**src/rtl/mcpg_pkg.sv**
```systemverilog
// shared types, constants and codes of the memo cache with page generations
package mcpg_pkg;

   // cache geometry
   localparam int SLOT_COUNT    = 4096;
   localparam int SLOT_BITS     = $clog2(SLOT_COUNT);
   localparam int PAGE_LIMIT    = 8192;
   localparam int PAGE_IDX_BITS = $clog2(PAGE_LIMIT);
   localparam int PAGE_BITS     = 12;
   localparam int CLR_DEPTH     = (SLOT_COUNT > PAGE_LIMIT) ? SLOT_COUNT : PAGE_LIMIT;
   localparam int CLR_BITS      = $clog2(CLR_DEPTH);

   // hash multipliers
   localparam logic [31:0] HASH_MUL_A = 32'h9E37_79B1;
   localparam logic [31:0] HASH_MUL_B = 32'h85EB_CA6B;
   localparam int HASH_SHIFT_A = 15;
   localparam int HASH_SHIFT_H = 7;
   localparam int HASH_SHIFT_B = 13;

   // opcodes
   localparam logic [1:0] OP_LOOKUP = 2'd0;
   localparam logic [1:0] OP_FILL   = 2'd1;
   localparam logic [1:0] OP_FREE   = 2'd2;
   localparam logic [1:0] OP_NOP    = 2'd3;

   // register indexes
   localparam int CSR_ADDR_W = 2;
   localparam logic [CSR_ADDR_W-1:0] CSR_ENABLE = 2'd0;
   localparam logic [CSR_ADDR_W-1:0] CSR_BASE   = 2'd1;
   localparam logic [CSR_ADDR_W-1:0] CSR_PAGES  = 2'd2;
   localparam int CSR_DATA_W  = 32;
   localparam int CSR_PAGES_W = 14;
   localparam logic [CSR_PAGES_W-1:0] PAGES_RESET = CSR_PAGES_W'(8192);
   localparam logic [CSR_PAGES_W-1:0] PAGES_MAX   = CSR_PAGES_W'(PAGE_LIMIT);

   // stream widths
   localparam int REQ_DATA_W = 168;
   localparam int RSP_DATA_W = 40;

   typedef struct packed {
      logic                   enable;
      logic [31:0]            base;
      logic [CSR_PAGES_W-1:0] pages;
   } cfg_type;

   // classified item handed from front to back
   typedef struct packed {
      logic [1:0]               op;
      logic [SLOT_BITS-1:0]     slot;
      logic [31:0]              addr;
      logic [31:0]              tword;
      logic [7:0]               hint;
      logic [31:0]              value;
      logic                     addr_ok;
      logic [PAGE_IDX_BITS-1:0] page;
      logic                     free_ok;
      logic [PAGE_IDX_BITS-1:0] fp0;
      logic [PAGE_IDX_BITS-1:0] fp1;
   } entry_type;

   typedef struct packed {
      logic clearing;
   } status_type;

   typedef struct packed {
      logic        valid;
      logic [31:0] key_addr;
      logic [31:0] key_time;
      logic [31:0] value;
      logic [31:0] gen;
      logic [7:0]  hint_in;
      logic [7:0]  hint_out;
   } slot_type;

endpackage

```
**src/rtl/mcpg_front.sv**
```systemverilog
// front end: accepts requests, hashes the key and locates pages
module mcpg_front (
   input  logic                clock,
   input  logic                reset,
   input  mcpg_pkg::cfg_type   cfg,
   input  mcpg_pkg::status_type status,
   input  logic                req_tvalid,
   output logic                req_tready,
   input  logic [mcpg_pkg::REQ_DATA_W-1:0] req_tdata,
   input  logic [1:0]          req_tuser,
   output logic                q_valid,
   input  logic                q_ready,
   output mcpg_pkg::entry_type q_entry
);

   localparam logic [1:0] F_IDLE = 2'd0;
   localparam logic [1:0] F_HASH = 2'd1;
   localparam logic [1:0] F_PUSH = 2'd2;

   logic [1:0]  state_ff, state_in;
   logic [1:0]  op_ff;
   logic [31:0] addr_ff, tword_ff, value_ff, faddr_ff, p1_ff, p2_ff;
   logic [7:0]  hint_ff;
   logic [32:0] end_ff;
   logic        size_nz_ff;
   logic        addr_ok_ff, free_ok_ff;
   logic [mcpg_pkg::PAGE_IDX_BITS-1:0] page_ff, fp0_ff, fp1_ff;

   logic        accept;
   logic [31:0] h0, h1, h2, mix, a_diff, f_diff;
   logic [32:0] e_diff;
   logic [mcpg_pkg::CSR_PAGES_W-1:0] use_pages;
   logic        a_ok, f_ok, e_ok;

   // handshake
   assign req_tready = !status.clearing &&
                       (state_ff == F_IDLE || (state_ff == F_PUSH && q_ready));
   assign accept  = req_tvalid && req_tready;
   assign q_valid = (state_ff == F_PUSH);

   // state sequencing
   always_comb begin
      state_in = state_ff;
      case (state_ff)
         F_IDLE: if (accept) state_in = F_HASH;
         F_HASH: state_in = F_PUSH;
         F_PUSH: begin
            if (accept) state_in = F_HASH;
            else if (q_ready) state_in = F_IDLE;
         end
         default: state_in = F_IDLE;
      endcase
   end

   always_ff @(posedge clock) begin
      if (reset) state_ff <= F_IDLE;
      else state_ff <= state_in;
   end

   // hash mixing before and after the second multiply
   assign h0 = addr_ff ^ p1_ff;
   assign h1 = h0 ^ (h0 >> mcpg_pkg::HASH_SHIFT_A);
   assign h2 = h1 ^ ({24'd0, hint_ff} << mcpg_pkg::HASH_SHIFT_H);
   assign mix = p2_ff ^ (p2_ff >> mcpg_pkg::HASH_SHIFT_B);

   // page location against the region
   assign use_pages = (cfg.pages > mcpg_pkg::PAGES_MAX) ? mcpg_pkg::PAGES_MAX : cfg.pages;
   assign a_diff = addr_ff - cfg.base;
   assign f_diff = faddr_ff - cfg.base;
   assign e_diff = end_ff - {1'b0, cfg.base};
   assign a_ok = (addr_ff >= cfg.base) &&
                 (33'(a_diff >> mcpg_pkg::PAGE_BITS) < 33'(use_pages));
   assign f_ok = size_nz_ff && (faddr_ff >= cfg.base) &&
                 (33'(f_diff >> mcpg_pkg::PAGE_BITS) < 33'(use_pages));
   assign e_ok = (end_ff >= {1'b0, cfg.base}) &&
                 (33'(e_diff >> mcpg_pkg::PAGE_BITS) < 33'(use_pages));

   // capture on transfer, first multiply straight from the port; second multiply and page location in the hash state
   always_ff @(posedge clock) begin
      if (accept) begin
         op_ff      <= req_tuser;
         addr_ff    <= req_tdata[31:0];
         tword_ff   <= req_tdata[63:32];
         hint_ff    <= req_tdata[71:64];
         value_ff   <= req_tdata[103:72];
         faddr_ff   <= req_tdata[135:104];
         end_ff     <= {1'b0, req_tdata[135:104]} + {1'b0, req_tdata[167:136]} - 33'd1;
         size_nz_ff <= (req_tdata[167:136] != 32'd0);
         p1_ff      <= req_tdata[63:32] * mcpg_pkg::HASH_MUL_A;
      end
      if (state_ff == F_HASH) begin
         p2_ff      <= h2 * mcpg_pkg::HASH_MUL_B;
         addr_ok_ff <= a_ok;
         page_ff    <= mcpg_pkg::PAGE_IDX_BITS'(a_diff >> mcpg_pkg::PAGE_BITS);
         free_ok_ff <= f_ok;
         fp0_ff     <= mcpg_pkg::PAGE_IDX_BITS'(f_diff >> mcpg_pkg::PAGE_BITS);
         fp1_ff     <= e_ok ? mcpg_pkg::PAGE_IDX_BITS'(e_diff >> mcpg_pkg::PAGE_BITS)
                            : mcpg_pkg::PAGE_IDX_BITS'(use_pages - 1'b1);
      end
   end

   // classified item
   always_comb begin
      q_entry.op      = op_ff;
      q_entry.slot    = mix[mcpg_pkg::SLOT_BITS-1:0];
      q_entry.addr    = addr_ff;
      q_entry.tword   = tword_ff;
      q_entry.hint    = hint_ff;
      q_entry.value   = value_ff;
      q_entry.addr_ok = addr_ok_ff;
      q_entry.page    = page_ff;
      q_entry.free_ok = free_ok_ff;
      q_entry.fp0     = fp0_ff;
      q_entry.fp1     = fp1_ff;
   end

endmodule

```
**config.mk**
```make
export PLATFORM = sky130hd
export DESIGN_NAME = mcpg_front
export DESIGN_NICKNAME = d
export VERILOG_FILES = /design/src/rtl/mcpg_pkg.sv /design/src/rtl/mcpg_front.sv
export SDC_FILE = /design/constraint.sdc
export NUM_CORES = 2
export LEC_CHECK = 0
export BUFFER_PORTS_ARGS = -buffer_cell sky130_fd_sc_hd__buf_2
export CORE_MARGIN = 2
export CORE_UTILIZATION = 45
export DETAILED_ROUTE_END_ITERATION = 16
export PLACE_DENSITY = 0.61
export REMOVE_ABC_BUFFERS = 1
export SYNTH_ARGS = -nofsm -noshare
export SYNTH_HDL_FRONTEND = slang
export SYNTH_SLANG_ARGS = --single-unit
```
**constraint.sdc**
```tcl
create_clock -name clock -period 20.9 [get_ports clock]
set_clock_uncertainty 0.15 [all_clocks]
set_input_delay 1.045 -clock clock [delete_from_list [all_inputs] [get_ports clock]]
set_output_delay 1.045 -clock clock [all_outputs]
set_load 0.05 [all_outputs]
```
==> run_results.csv <==
group,metric,value,unit
placement,hpwl,74.2,mm
synthesis,synth_xor_xnor_area_share,0.0726,
critical_path,critPathArrivalTime,7.99,ns
detailed_routing,antenna_left,0,
synthesis,synth-compound-area-share,0.0859,
cts,htree_levels,2,
synthesis,yosysTopAreaCell,"edfxtp_1",
cts,cts.sinks,267,
critical_path,crit_path_start_kind,"input pin",
job,max-cap-violations,0,
grt,grt_use_met1,0.343,
critical_path,cp-end-kind,"register",
status,status,"complete, no violations",
grt,grt_util_all_layers,0.255,
critical_path,path_class,"in2reg",
timing,worst_slack,13.04,ns
die,die_h,264,µm
timing,drv_slew,0,
die,core_area,0.0672,mm²
timing,hold_viol_final,0,
synthesis,synthAdderAreaFrac,0.422,
synthesis,syn_area_per_cell,10.6,µm²
synthesis,synth_top_cell_area_share,0.261,
cts,path_clk_slew,0.06,ns
cts,cts_tree,"yes",
die,die_w,264,µm
timing,fin_crit,7.86,ns
grt,grt-ovfl-total,0,
synthesis,yosys.area_share.simple,0.0540,
critical_path,critPathMaxFanout,10,
synthesis,yosysMostFrequentCell,"inv_1",
die,start_util,0.454,
die,io_pins,383,
grt,first_global_vias,23100,
detailed_routing,num_vias,21800,
synthesis,yosys_warnings,0,
synthesis,synthFlopType,"edfxtp_1",
detailed_routing,wl_per_cell,21.2,µm
cts,cts_buffer_depth,3,
timing,layout_worst_path_cycle_share,0.376,
synthesis,synth_mux_area_frac,0.00750,
timing,slew_headroom,0.198,
timing,rsz0062_at_grt,"false",
grt,grtUsageMet3,0.0428,
synthesis,synth.distinct_cells,71,
synthesis,synth_top_family_by_area,"adder cells",
timing,max_freq,0.127,GHz
critical_path,critPathRequiredTime,21.03,ns
grt,use_met2,0.429,
critical_path,rrSetupSlack,13.18,ns
synthesis,yosysSeqAreaShare,0.262,
synthesis,async_flop_share,0,
synthesis,yosys-top-cells-area,"edfxtp_1, ha_1, fa_1",
die,die_area,0.0699,mm²
detailed_routing,first_iter_violations,1525,
synthesis,synth_cells,2869,
placement,place.gp.congestion,0.915,
final_layout,areaGrowthSynthToFinish,13.6,%
synthesis,synth_common_cells,"inv_1, ha_1, fa_1",
placement,portBuffers,381,
cts,hold_buffers,0,
grt,antenna_found_initial,17,
synthesis,syn-cell-area,0.0305,mm²
synthesis,synth-edff-count,265,
final_layout,nets,4336,
synthesis,ys_ff_latch,267,
placement,place_ws,12.41,ns
detailed_routing,first_pass_iters,11,
detailed_routing,vias_per_cell,5.21,
cts,cts-root-buf,"clkbuf_16",
cts,cts_resized,0,
detailed_routing,wl,88.4,mm
detailed_routing,drcViolationCount,0,
cts,cts_buffers,35,
timing,setup_violations,0,
cts,post_cts_buffers,0,
grt,top_usage_layer,"met2",
timing,tightestPinTransition,1.19,ns
die,rows,95,
final_layout,drive_above_1_share,0.144,
cts,clock_latency,0.55,ns
grt,grt_max_degree,79,
timing,fin_tns_setup,0,ns
grt,grt_pass1_wl,135,mm
worst_hold_path,hp-class,"reg2reg",
==> layout by cell type (no fill, tap or decap), types with 36 or more instances in the layout <==
master	synthesis	final
a21oi_1	119	119
o21ai_0	74	74
nor2_1	64	64
nand2_1	75	75
fa_1	321	321
edfxtp_1	265	265
clkbuf_16	0	36
ha_1	516	516
buf_2	0	381
xnor2_1	181	181
inv_1	749	749
a21o_1	54	54
xor2_1	72	72
==> final timing paths <==
path | startpoint | end | cells past startpoint
worst max-delay path | req_tdata[36] | p1_ff[31] | 27
worst max register to register | addr_ff[23] | p2_ff[24] | 20
worst min register to register | state_ff[1] | p2_ff[0] | 1
worst min-delay path | state_ff[1] | p2_ff[0] | 1
==> layout make-up <==
type                            instances  area (µm²)
Fill cell                            6130       32500
Multi-Input combinational cell       1832       19600
Sequential cell                       267        8000
Inverter                              749        2810
Timing Repair Buffer                  392        1990
Tap cell                              873        1090
Clock buffer                           42         923
Clock inverter                         21         244
Antenna cell                            4        10.0
==> per-stage QoR <==
| step | instances | area, µm² | hold slack (ns) | util |
|---|---|---|---|---|
| after floorplan | 2848 | 30400 | 0.400 | - |
| after global placement | 4113 | 33500 | 0.416 | 0.499 |
| after detailed placement | 4113 | 33500 | 0.445 | 0.499 |
| after CTS | 4176 | 34700 | 0.459 | 0.516 |
| after global routing | 4178 | 34700 | 0.483 | 0.516 |
| final | 4180 | 34700 | 0.461 | 0.516 |
==> kinds of logic (layout without fill, tap and decap cells) <==
| kind of cell | Yosys count | in the layout |
|---|---|---|
| XOR/XNOR | 253 | 253 |
| adder cells (fa/ha/maj) | 837 | 837 |
| AND/OR/NAND/NOR | 324 | 324 |
| flip-flops | 267 | 267 |
| buffers and inverters | 770 | 1204 |
| other | 0 | 4 |
| AO/OA/AOI/OAI | 400 | 400 |
| multiplexers | 18 | 18 |
==> layer usage <==
layer / wire [µm] / up-vias
met5: 140 / -
met4: 2260 / 20
met3: 5210 / 143
met2: 41900 / 640
met1: 38900 / 10700
li1: - / 10300
==> critical path, stage by stage <==
cell,delay [ns]
buf_2,0.36
inv_1,0.20
fa_1,0.56
inv_1,0.05
fa_1,0.37
fa_1,0.51
inv_1,0.06
fa_1,0.47
inv_1,0.05
fa_1,0.49
inv_1,0.05
fa_1,0.53
inv_1,0.05
fa_1,0.47
inv_1,0.05
fa_1,0.47
inv_1,0.04
ha_1,0.20
nor4_1,0.24
o21ai_0,0.13
a21oi_1,0.20
o31a_1,0.28
o21ai_0,0.25
a2111oi_0,0.45
o21bai_1,0.10
a21oi_1,0.20
xnor2_1,0.11
==> registers in the layout, indices dropped and copies added, names as in the netlist <==
register,cells
free_ok_ff,1
size_nz_ff,1
hint_ff,8
value_ff,32
page_ff,13
state_ff,2
p1_ff,28
addr_ff,32
p2_ff,24
addr_ok_ff,1
end_ff,33
fp1_ff,13
faddr_ff,32
fp0_ff,13
op_ff,2
tword_ff,32
Power is left out: the tool's default activity adds up to more than one toggle a clock period on the data nets, which glitch-free logic cannot reach.
