## src/rtl/mcpg_pkg.sv

```systemverilog
// shared types, constants and codes of the memo cache with page generations
package mcpg_pkg;

   // cache geometry
   localparam int SLOT_COUNT    = 4096;
   localparam int SLOT_BITS     = $clog2(SLOT_COUNT);
   localparam int PAGE_LIMIT    = 8192;
   localparam int PAGE_IDX_BITS = $clog2(PAGE_LIMIT);
   localparam int PAGE_BITS     = 12;
   localparam int CLR_DEPTH     = (SLOT_COUNT > PAGE_LIMIT) ? SLOT_COUNT : PAGE_LIMIT;
   localparam int CLR_BITS      = $clog2(CLR_DEPTH);

   // hash multipliers
   localparam logic [31:0] HASH_MUL_A = 32'h9E37_79B1;
   localparam logic [31:0] HASH_MUL_B = 32'h85EB_CA6B;
   localparam int HASH_SHIFT_A = 15;
   localparam int HASH_SHIFT_H = 7;
   localparam int HASH_SHIFT_B = 13;

   // opcodes
   localparam logic [1:0] OP_LOOKUP = 2'd0;
   localparam logic [1:0] OP_FILL   = 2'd1;
   localparam logic [1:0] OP_FREE   = 2'd2;
   localparam logic [1:0] OP_NOP    = 2'd3;

   // register indexes
   localparam int CSR_ADDR_W = 2;
   localparam logic [CSR_ADDR_W-1:0] CSR_ENABLE = 2'd0;
   localparam logic [CSR_ADDR_W-1:0] CSR_BASE   = 2'd1;
   localparam logic [CSR_ADDR_W-1:0] CSR_PAGES  = 2'd2;
   localparam int CSR_DATA_W  = 32;
   localparam int CSR_PAGES_W = 14;
   localparam logic [CSR_PAGES_W-1:0] PAGES_RESET = CSR_PAGES_W'(8192);
   localparam logic [CSR_PAGES_W-1:0] PAGES_MAX   = CSR_PAGES_W'(PAGE_LIMIT);

   // stream widths
   localparam int REQ_DATA_W = 168;
   localparam int RSP_DATA_W = 40;

   typedef struct packed {
      logic                   enable;
      logic [31:0]            base;
      logic [CSR_PAGES_W-1:0] pages;
   } cfg_type;

   // classified item handed from front to back
   typedef struct packed {
      logic [1:0]               op;
      logic [SLOT_BITS-1:0]     slot;
      logic [31:0]              addr;
      logic [31:0]              tword;
      logic [7:0]               hint;
      logic [31:0]              value;
      logic                     addr_ok;
      logic [PAGE_IDX_BITS-1:0] page;
      logic                     free_ok;
      logic [PAGE_IDX_BITS-1:0] fp0;
      logic [PAGE_IDX_BITS-1:0] fp1;
   } entry_type;

   typedef struct packed {
      logic clearing;
   } status_type;

   typedef struct packed {
      logic        valid;
      logic [31:0] key_addr;
      logic [31:0] key_time;
      logic [31:0] value;
      logic [31:0] gen;
      logic [7:0]  hint_in;
      logic [7:0]  hint_out;
   } slot_type;

endpackage

```

## src/rtl/mcpg_queue.sv

```systemverilog
// two-entry queue between front and back
module mcpg_queue (
   input  logic                clock,
   input  logic                reset,
   input  logic                in_valid,
   output logic                in_ready,
   input  mcpg_pkg::entry_type in_entry,
   output logic                out_valid,
   input  logic                out_ready,
   output mcpg_pkg::entry_type out_entry
);

   mcpg_pkg::entry_type store_ff [2];
   logic       wr_ff, rd_ff;
   logic [1:0] count_ff;
   logic       push, pop;

   assign in_ready  = (count_ff != 2'd2);
   assign out_valid = (count_ff != 2'd0);
   assign push = in_valid && in_ready;
   assign pop  = out_valid && out_ready;
   assign out_entry = store_ff[rd_ff];

   // pointers and fill level
   always_ff @(posedge clock) begin
      if (reset) begin
         wr_ff    <= 1'b0;
         rd_ff    <= 1'b0;
         count_ff <= 2'd0;
      end else begin
         if (push) wr_ff <= !wr_ff;
         if (pop) rd_ff <= !rd_ff;
         count_ff <= count_ff + {1'b0, push} - {1'b0, pop};
      end
   end

   always_ff @(posedge clock) begin
      if (push) store_ff[wr_ff] <= in_entry;
   end

endmodule

```

## config.mk

```make
export PLATFORM = sky130hd
export DESIGN_NAME = mcpg_queue
export DESIGN_NICKNAME = d
export VERILOG_FILES = /design/src/rtl/mcpg_pkg.sv /design/src/rtl/mcpg_queue.sv
export SDC_FILE = /design/constraint.sdc
export NUM_CORES = 1
export LEC_CHECK = 0
export BUFFER_PORTS_ARGS = -buffer_cell sky130_fd_sc_hd__buf_4
export CAP_MARGIN = 20
export CORE_MARGIN = 4
export CORE_UTILIZATION = 36
export DETAILED_ROUTE_END_ITERATION = 6
export SYNTH_ARGS = -nofsm -noshare
export SYNTH_HDL_FRONTEND = slang
export SYNTH_SLANG_ARGS = --single-unit
```

## constraint.sdc

```tcl
create_clock -name clock -period 5.2 [get_ports clock]
set_input_delay 1.04 -clock clock [delete_from_list [all_inputs] [get_ports clock]]
set_output_delay 1.04 -clock clock [all_outputs]
set_load 0.02 [all_outputs]
```

==> results of run 1 <==
-- routing by layer --
metal | global-route usage | up-vias | wire, µm
met5 | 0 | - | 20
met4 | 0.03923 | 2 | 552
met3 | 0.06343 | 41 | 3027
met2 | 0.2034 | 237 | 11590
met1 | 0.1509 | 2947 | 9429
li1 | - | 2790 | -
-- cells by family after synthesis --
group | synth area share
and+or+nand+nor | 0.007207
xor gates and xnor gates | 0.0007208
AOI/OAI and AO/OA | 0.003603
muxes | 0.1785
DFF | 0.7940
adders and majority gates | 0.001029
buffers and inverters | 0.01493
-- worst reg2reg max path: cells and delay by family (launching register included) --
family / cells / cell delay, ns
and+or+nand+nor: 2 / 0.90
buffers and inverters: 1 / 0.64
DFF: 1 / 0.44
-- state kept, by name, indices dropped and copies added, names as in the netlist, named ones only --
signal / flops
store_ff: 318
count_ff: 2
rd_ff: 1
wr_ff: 1
-- final timing paths --
path         slack (ns)                    from                        end
max reg2reg        2.82  count_ff[0]$_SDFF_PP0_  store_ff[1][53]$_DFFE_PP_
max                2.02               flip-flop             out_entry[147]
min                0.51      rd_ff$_SDFFE_PP0P_         rd_ff$_SDFFE_PP0P_
min reg2reg        0.51      rd_ff$_SDFFE_PP0P_         rd_ff$_SDFFE_PP0P_
-- placed cells by master (no fill, tap or decap), types with 2 or more instances in the layout --
cell type,netlist,routed
sky130_fd_sc_hd__buf_12,0,3
sky130_fd_sc_hd__buf_4,0,326
sky130_fd_sc_hd__clkbuf_1,0,12
sky130_fd_sc_hd__clkbuf_16,0,37
sky130_fd_sc_hd__clkinv_1,0,5
sky130_fd_sc_hd__clkinv_2,0,5
sky130_fd_sc_hd__dfxtp_1,5,4
sky130_fd_sc_hd__edfxtp_1,318,318
sky130_fd_sc_hd__inv_6,0,3
sky130_fd_sc_hd__mux2_2,58,58
sky130_fd_sc_hd__mux2_4,101,101
sky130_fd_sc_hd__nor2_1,4,4
sky130_fd_sc_hd__o21ai_0,2,2
-- cell type report --
cell class                      instances  area (µm²)  share of cell area
Inverter                                1       8.758           0.0005429
Multi-Input combinational cell        182        2327              0.1443
Clock buffer                           50       984.7             0.06104
Tap cell                              448       560.5             0.03474
Sequential cell                       323        9653              0.5983
Clock inverter                         13       91.34            0.005662
Timing Repair Buffer                  329        2507              0.1554
-- power groups by stage --
| stage | logic [mW] | registers [mW] | clock network, mW |
|---|---|---|---|
| finish | 1.94 | 3.22 | 2.32 |
| global route | 2.06 | 3.24 | 2.52 |
| CTS | 1.98 | 3.23 | 2.40 |
| detailed placement | 1.98 | 3.28 | 0 |
| global placement | 1.98 | 3.27 | 0 |
| floorplan | 1.26 | 3.29 | 0 |
-- per-stage QoR --
stage          instances  hold WS (ns)  area [µm²]    util  worst slack [ns]
5_1_grt             1346        0.5655       16130  0.4823             1.972
3_5_place_dp        1283        0.4937       15060  0.4502             2.292
3_3_place_gp        1283        0.4876       15060  0.4502             2.303
2_1_floorplan        524        0.4725       12150       -            0.4759
4_1_cts             1346        0.5132       16130  0.4823             2.012
6_report            1346        0.5092       16130  0.4823             2.025
==> impl_metrics.json, run 1 <==
{
  "core_box_area_mm2": 0.03345,
  "antenna_left": 0,
  "hold_violations": 0,
  "avgSynthCellArea_um2": 23.19,
  "crit_chain": "buf_12 > mux2_4 > buf_4",
  "detail_route.drc_violations": 0,
  "placement.io_buffers": 323,
  "synthesis.nets": 688,
  "top_level_ports": 324,
  "worst_ir_drop_vdd_v": 0.0003031,
  "worst-path-stages": 3,
  "cts_htree_levels": 2,
  "hold_path.class": "flip-flop to flip-flop",
  "hold_path_depth": 2,
  "post-route-min-period_ns": 3.175,
  "p_switching_mw": 2.018,
  "maxCapViolCount": 0,
  "post_synth_most_frequent_cells": "sky130_fd_sc_hd__edfxtp_1 (318), sky130_fd_sc_hd__mux2_4 (101), sky130_fd_sc_hd__mux2_2 (58)",
  "seq_power_share": 0.430,
  "timing.final.setup_violations": 0,
  "most_common_cell_in_the_synthesized_netlist": "sky130_fd_sc_hd__edfxtp_1",
  "dpl.hpwl_um": 15930,
  "postSynthRegisterBits": 323,
  "top_cells_by_area_in_the_synthesized_netlist": "sky130_fd_sc_hd__edfxtp_1 (79%), sky130_fd_sc_hd__mux2_4 (12%), sky130_fd_sc_hd__mux2_2 (5.4%)",
  "worst_slew_pin_slew_ns": 0.9642,
  "clockBufferDepth": 3,
  "element_type_at_the_critical_path_end": "output port",
  "routedWlPerCell_um": 18.29,
  "avgViaCountPerCell": 4.470,
  "cts-hold-fix-buffers": 0,
  "worst-endpoint-arrival_ns": 2.14,
  "finalWirelength_um": 24620,
  "maxSlewHeadroom": 0.3572,
  "pwr_dens_mw_per_mm2": 464.3,
  "cts_sinks": 323,
  "drt-initial-drc-count": 261,
  "portion_of_the_post_synthesis_area_used_by_sequential_elements": 0.7940,
  "synth_edf_count": 318,
  "synth_cell_type_count": 25,
  "num_vias": 6017,
  "cp_top_family": "buffers and inverters",
  "synthesis.yosys.warnings": 0,
  "startpoint_type": "flip-flop",
  "comb_power_share": 0.260,
  "switching_share": 0.2694,
  "ctsRootBufferMaster": "sky130_fd_sc_hd__clkbuf_16",
  "drt_pass1_iterations": 5,
  "fraction_of_layout_cells_with_a_size_suffix_above_1": 0.6013,
  "worstPathMaxFanout": 108,
  "cts.repair.resized": 0,
  "worstPathBufferInverterCount": 2,
  "track_usage": 0.1270,
  "setup_repair_after_global_routing_missed_its_margin": "false",
  "floorplan.initialDensity": 0.3633,
  "synth_area_mm2": 0.01215,
  "cp_slowest_stage_delay_ns": 0.49,
  "grt_pass1_vias": 6423,
  "outcome": "finished clean",
  "syn2layout_area_growth_pct": 32.75,
  "cts_tree": "done",
  "clock_latency_ns": 0.50,
  "synth-main-ff-cell": "sky130_fd_sc_hd__edfxtp_1",
  "first_pass_grt_wire_length_um": 36140,
  "fmax_ghz": 0.3149,
  "final_min_period_over_clock_period": 0.6106,
  "internal_power_mw": 5.473,
  "globalplace.congestion": 0.7139,
  "grt_start_max_net_pins": 109,
  "syn_inst": 524,
  "postCtsSetupBuffers": 0,
  "timing.setup.tns_ns": 0,
  "insertedDiodeCount": 0,
  "finalPower_mw": 7.491,
  "critical_path_class": "flip-flop to output port",
  "nets": 1037,
  "tritoncts_buffers": 36,
  "clk_transition_reported_paths_ns": 0.05,
  "synth_area_leader_cell": "sky130_fd_sc_hd__edfxtp_1",
  "fin_skew_ns": 0.009953,
  "floorplan.die.width_um": 191.7,
  "p_clk_frac": 0.310,
  "crit_path_required_time_ns": 4.16,
  "async_reset_ff_frac": 0,
  "die_h_um": 191.7,
  "cellLeakagePower_nw": 6.137,
  "grt_antenna_before_repair": 1,
  "crit_slowest_cell": "sky130_fd_sc_hd__buf_12",
  "die_area_mm2": 0.03676,
  "fill_cells": 2870,
  "grt_overflow_total": 0,
  "slew_violations": 0,
  "netlist.area_leader.share": 0.7858,
  "placement_rows": 67,
  "path_depth_of_the_worst_reg2reg_path": 3
}
(Power assumes the default switching activity.)
==> inputs of run 2 (changes only) <==
- clock period: 5.2 -> 3.3 ns (I/O delays scaled with it)
==> impl_metrics.json, run 2 (same netlist as run 1, synthesis figures left out) <==
{
  "outcome": "finished clean",
  "grt_pass1_vias": 6405,
  "worst-endpoint-arrival_ns": 2.12,
  "top_level_ports": 324,
  "slew_violations": 0,
  "nets": 1052,
  "cts_tree": "done",
  "drt_pass1_iterations": 4,
  "crit_chain": "buf_4 > mux2_2 > buf_4",
  "worst_slew_pin_slew_ns": 0.7177,
  "fin_skew_ns": 0.008504,
  "clockBufferDepth": 3,
  "path_common_cell": "sky130_fd_sc_hd__buf_4",
  "worst_ir_drop_vdd_v": 0.0004606,
  "die_h_um": 191.7,
  "fmax_ghz": 0.3591,
  "critical_path_class": "flip-flop to output port",
  "finalInstanceArea_mm2": 0.01634,
  "worstPathMaxFanout": 31,
  "placed_cell_area_mm2": 0.01527,
  "reg2reg_setup_slack_ns": 1.28,
  "hold_violations": 0,
  "finalWirelength_um": 25270,
  "post-route-min-period_ns": 2.784,
  "cts_sinks": 323,
  "syn2layout_area_growth_pct": 34.47,
  "largest_register_by_flop_count": "store_ff",
  "cts_htree_levels": 2,
  "crit_slowest_cell": "sky130_fd_sc_hd__dfxtp_4",
  "finalPower_mw": 11.85,
  "avgViaCountPerCell": 4.446,
  "element_type_at_the_critical_path_end": "output port",
  "dpl.hpwl_um": 17520,
  "hold_path.class": "input pin to flip-flop",
  "grt_start_max_net_pins": 43,
  "clock_latency_ns": 0.49,
  "crit_path_required_time_ns": 2.64,
  "placement_rows": 67,
  "globalplace.congestion": 0.7070,
  "ctsRootBufferMaster": "sky130_fd_sc_hd__clkbuf_16",
  "floorplan.initialDensity": 0.3633,
  "tritoncts_buffers": 35,
  "pwr_dens_mw_per_mm2": 725.1,
  "floorplan.die.width_um": 191.7,
  "maxCapViolCount": 0,
  "grt_antenna_before_repair": 0,
  "die_area_mm2": 0.03676,
  "detail_route.drc_violations": 0,
  "layout.cells.most_common_list": "sky130_fd_sc_hd__buf_4 (335), sky130_fd_sc_hd__edfxtp_1 (318), sky130_fd_sc_hd__mux2_4 (101)",
  "startpoint_type": "flip-flop",
  "maxSlewHeadroom": 0.5215,
  "final_min_period_over_clock_period": 0.8438,
  "cts-hold-fix-buffers": 0,
  "placement.io_buffers": 323,
  "cellLeakagePower_nw": 6.243,
  "cp_slowest_stage_delay_ns": 0.73,
  "insertedDiodeCount": 0,
  "clk_transition_reported_paths_ns": 0.06,
  "track_usage": 0.1316,
  "cts.repair.resized": 0,
  "fraction_of_layout_cells_with_a_size_suffix_above_1": 0.6140,
  "routedWlPerCell_um": 18.58,
  "largest_register_ff_count": 318,
  "final_common_cell": "sky130_fd_sc_hd__buf_4",
  "first_pass_grt_wire_length_um": 37070,
  "drt-initial-drc-count": 241,
  "core_box_area_mm2": 0.03345,
  "timing.final.setup_violations": 0,
  "biggestRegsByFlops": "store_ff: 318 flops, count_ff: 2 flops",
  "grt_overflow_total": 0,
  "antenna_left": 0,
  "setup_repair_after_global_routing_missed_its_margin": "false",
  "postCtsSetupBuffers": 0,
  "fill_cells": 2815,
  "num_vias": 6047
}
-- run 2: cell types whose count changed in the layout (fill, tap and decap cells not counted) --
| cell | delta |
|---|---|
| sky130_fd_sc_hd__buf_12 | +7 |
| sky130_fd_sc_hd__buf_4 | +9 |
| sky130_fd_sc_hd__clkbuf_1 | -5 |
| sky130_fd_sc_hd__clkbuf_8 | +1 |
| sky130_fd_sc_hd__clkinv_2 | +3 |
| sky130_fd_sc_hd__clkinvlp_4 | +2 |
| sky130_fd_sc_hd__inv_6 | -3 |
| sky130_fd_sc_hd__nand2b_1 | -1 |
| sky130_fd_sc_hd__nand2b_2 | +1 |
-- run 2: area by class of cell --
class	count	area, µm²	area share
Multi-Input combinational cell	182	2330	0.1426
Clock buffer	46	979.7	0.05995
Clock inverter	15	96.34	0.005895
Timing Repair Buffer	345	2715	0.1661
Inverter	1	7.507	0.0004594
Tap cell	448	560.5	0.03430
Sequential cell	323	9653	0.5907
-- run 2: path summary, 6_finish.rpt --
path | cells after the start | startpoint | to
max | 3 | flip-flop | out_entry[7]
min | 1 | in_entry[3] | store_ff[1][3]$_DFFE_PP_
max reg2reg | 4 | count_ff[0]$_SDFF_PP0_ | store_ff[0][85]$_DFFE_PP_
min reg2reg | 2 | rd_ff$_SDFFE_PP0P_ | flip-flop
-- run 2: layer usage --
layer,track usage,share of wire
met3,0.05489,0.10
met2,0.2153,0.48
met1,0.1613,0.40
met5,0,0
met4,0.03646,0.022
-- run 2: where the power goes --
group          internal (mW)  switching, mW  total [mW]  leakage (nW)
Clock                   2.16           1.45        3.61         0.532
Sequential              4.98          0.150        5.13          3.02
Combinational           1.54           1.56        3.10          2.69
-- run 2: per-stage QoR --
step / TNS, ns / std cells / setup WS, ns / hold slack, ns / util
final: 0 / 1360 / 0.5155 / 0.3477 / 0.4886
after global routing: 0 / 1360 / 0.3898 / 0.3137 / 0.4886
after CTS: 0 / 1360 / 0.4483 / 0.3179 / 0.4886
after detailed placement: 0 / 1299 / 0.9894 / 0.4898 / 0.4564
after global placement: 0 / 1299 / 1.026 / 0.4857 / 0.4564
after floorplan: -39.86 / 524 / -0.2507 / 0.4725 / -
-- run 2: worst max-delay path: cells and delay by family (launching register included) --
kind                   cells  cell delay (ns)
DFF                        1             0.73
buffers and inverters      2             0.52
muxes                      1             0.37
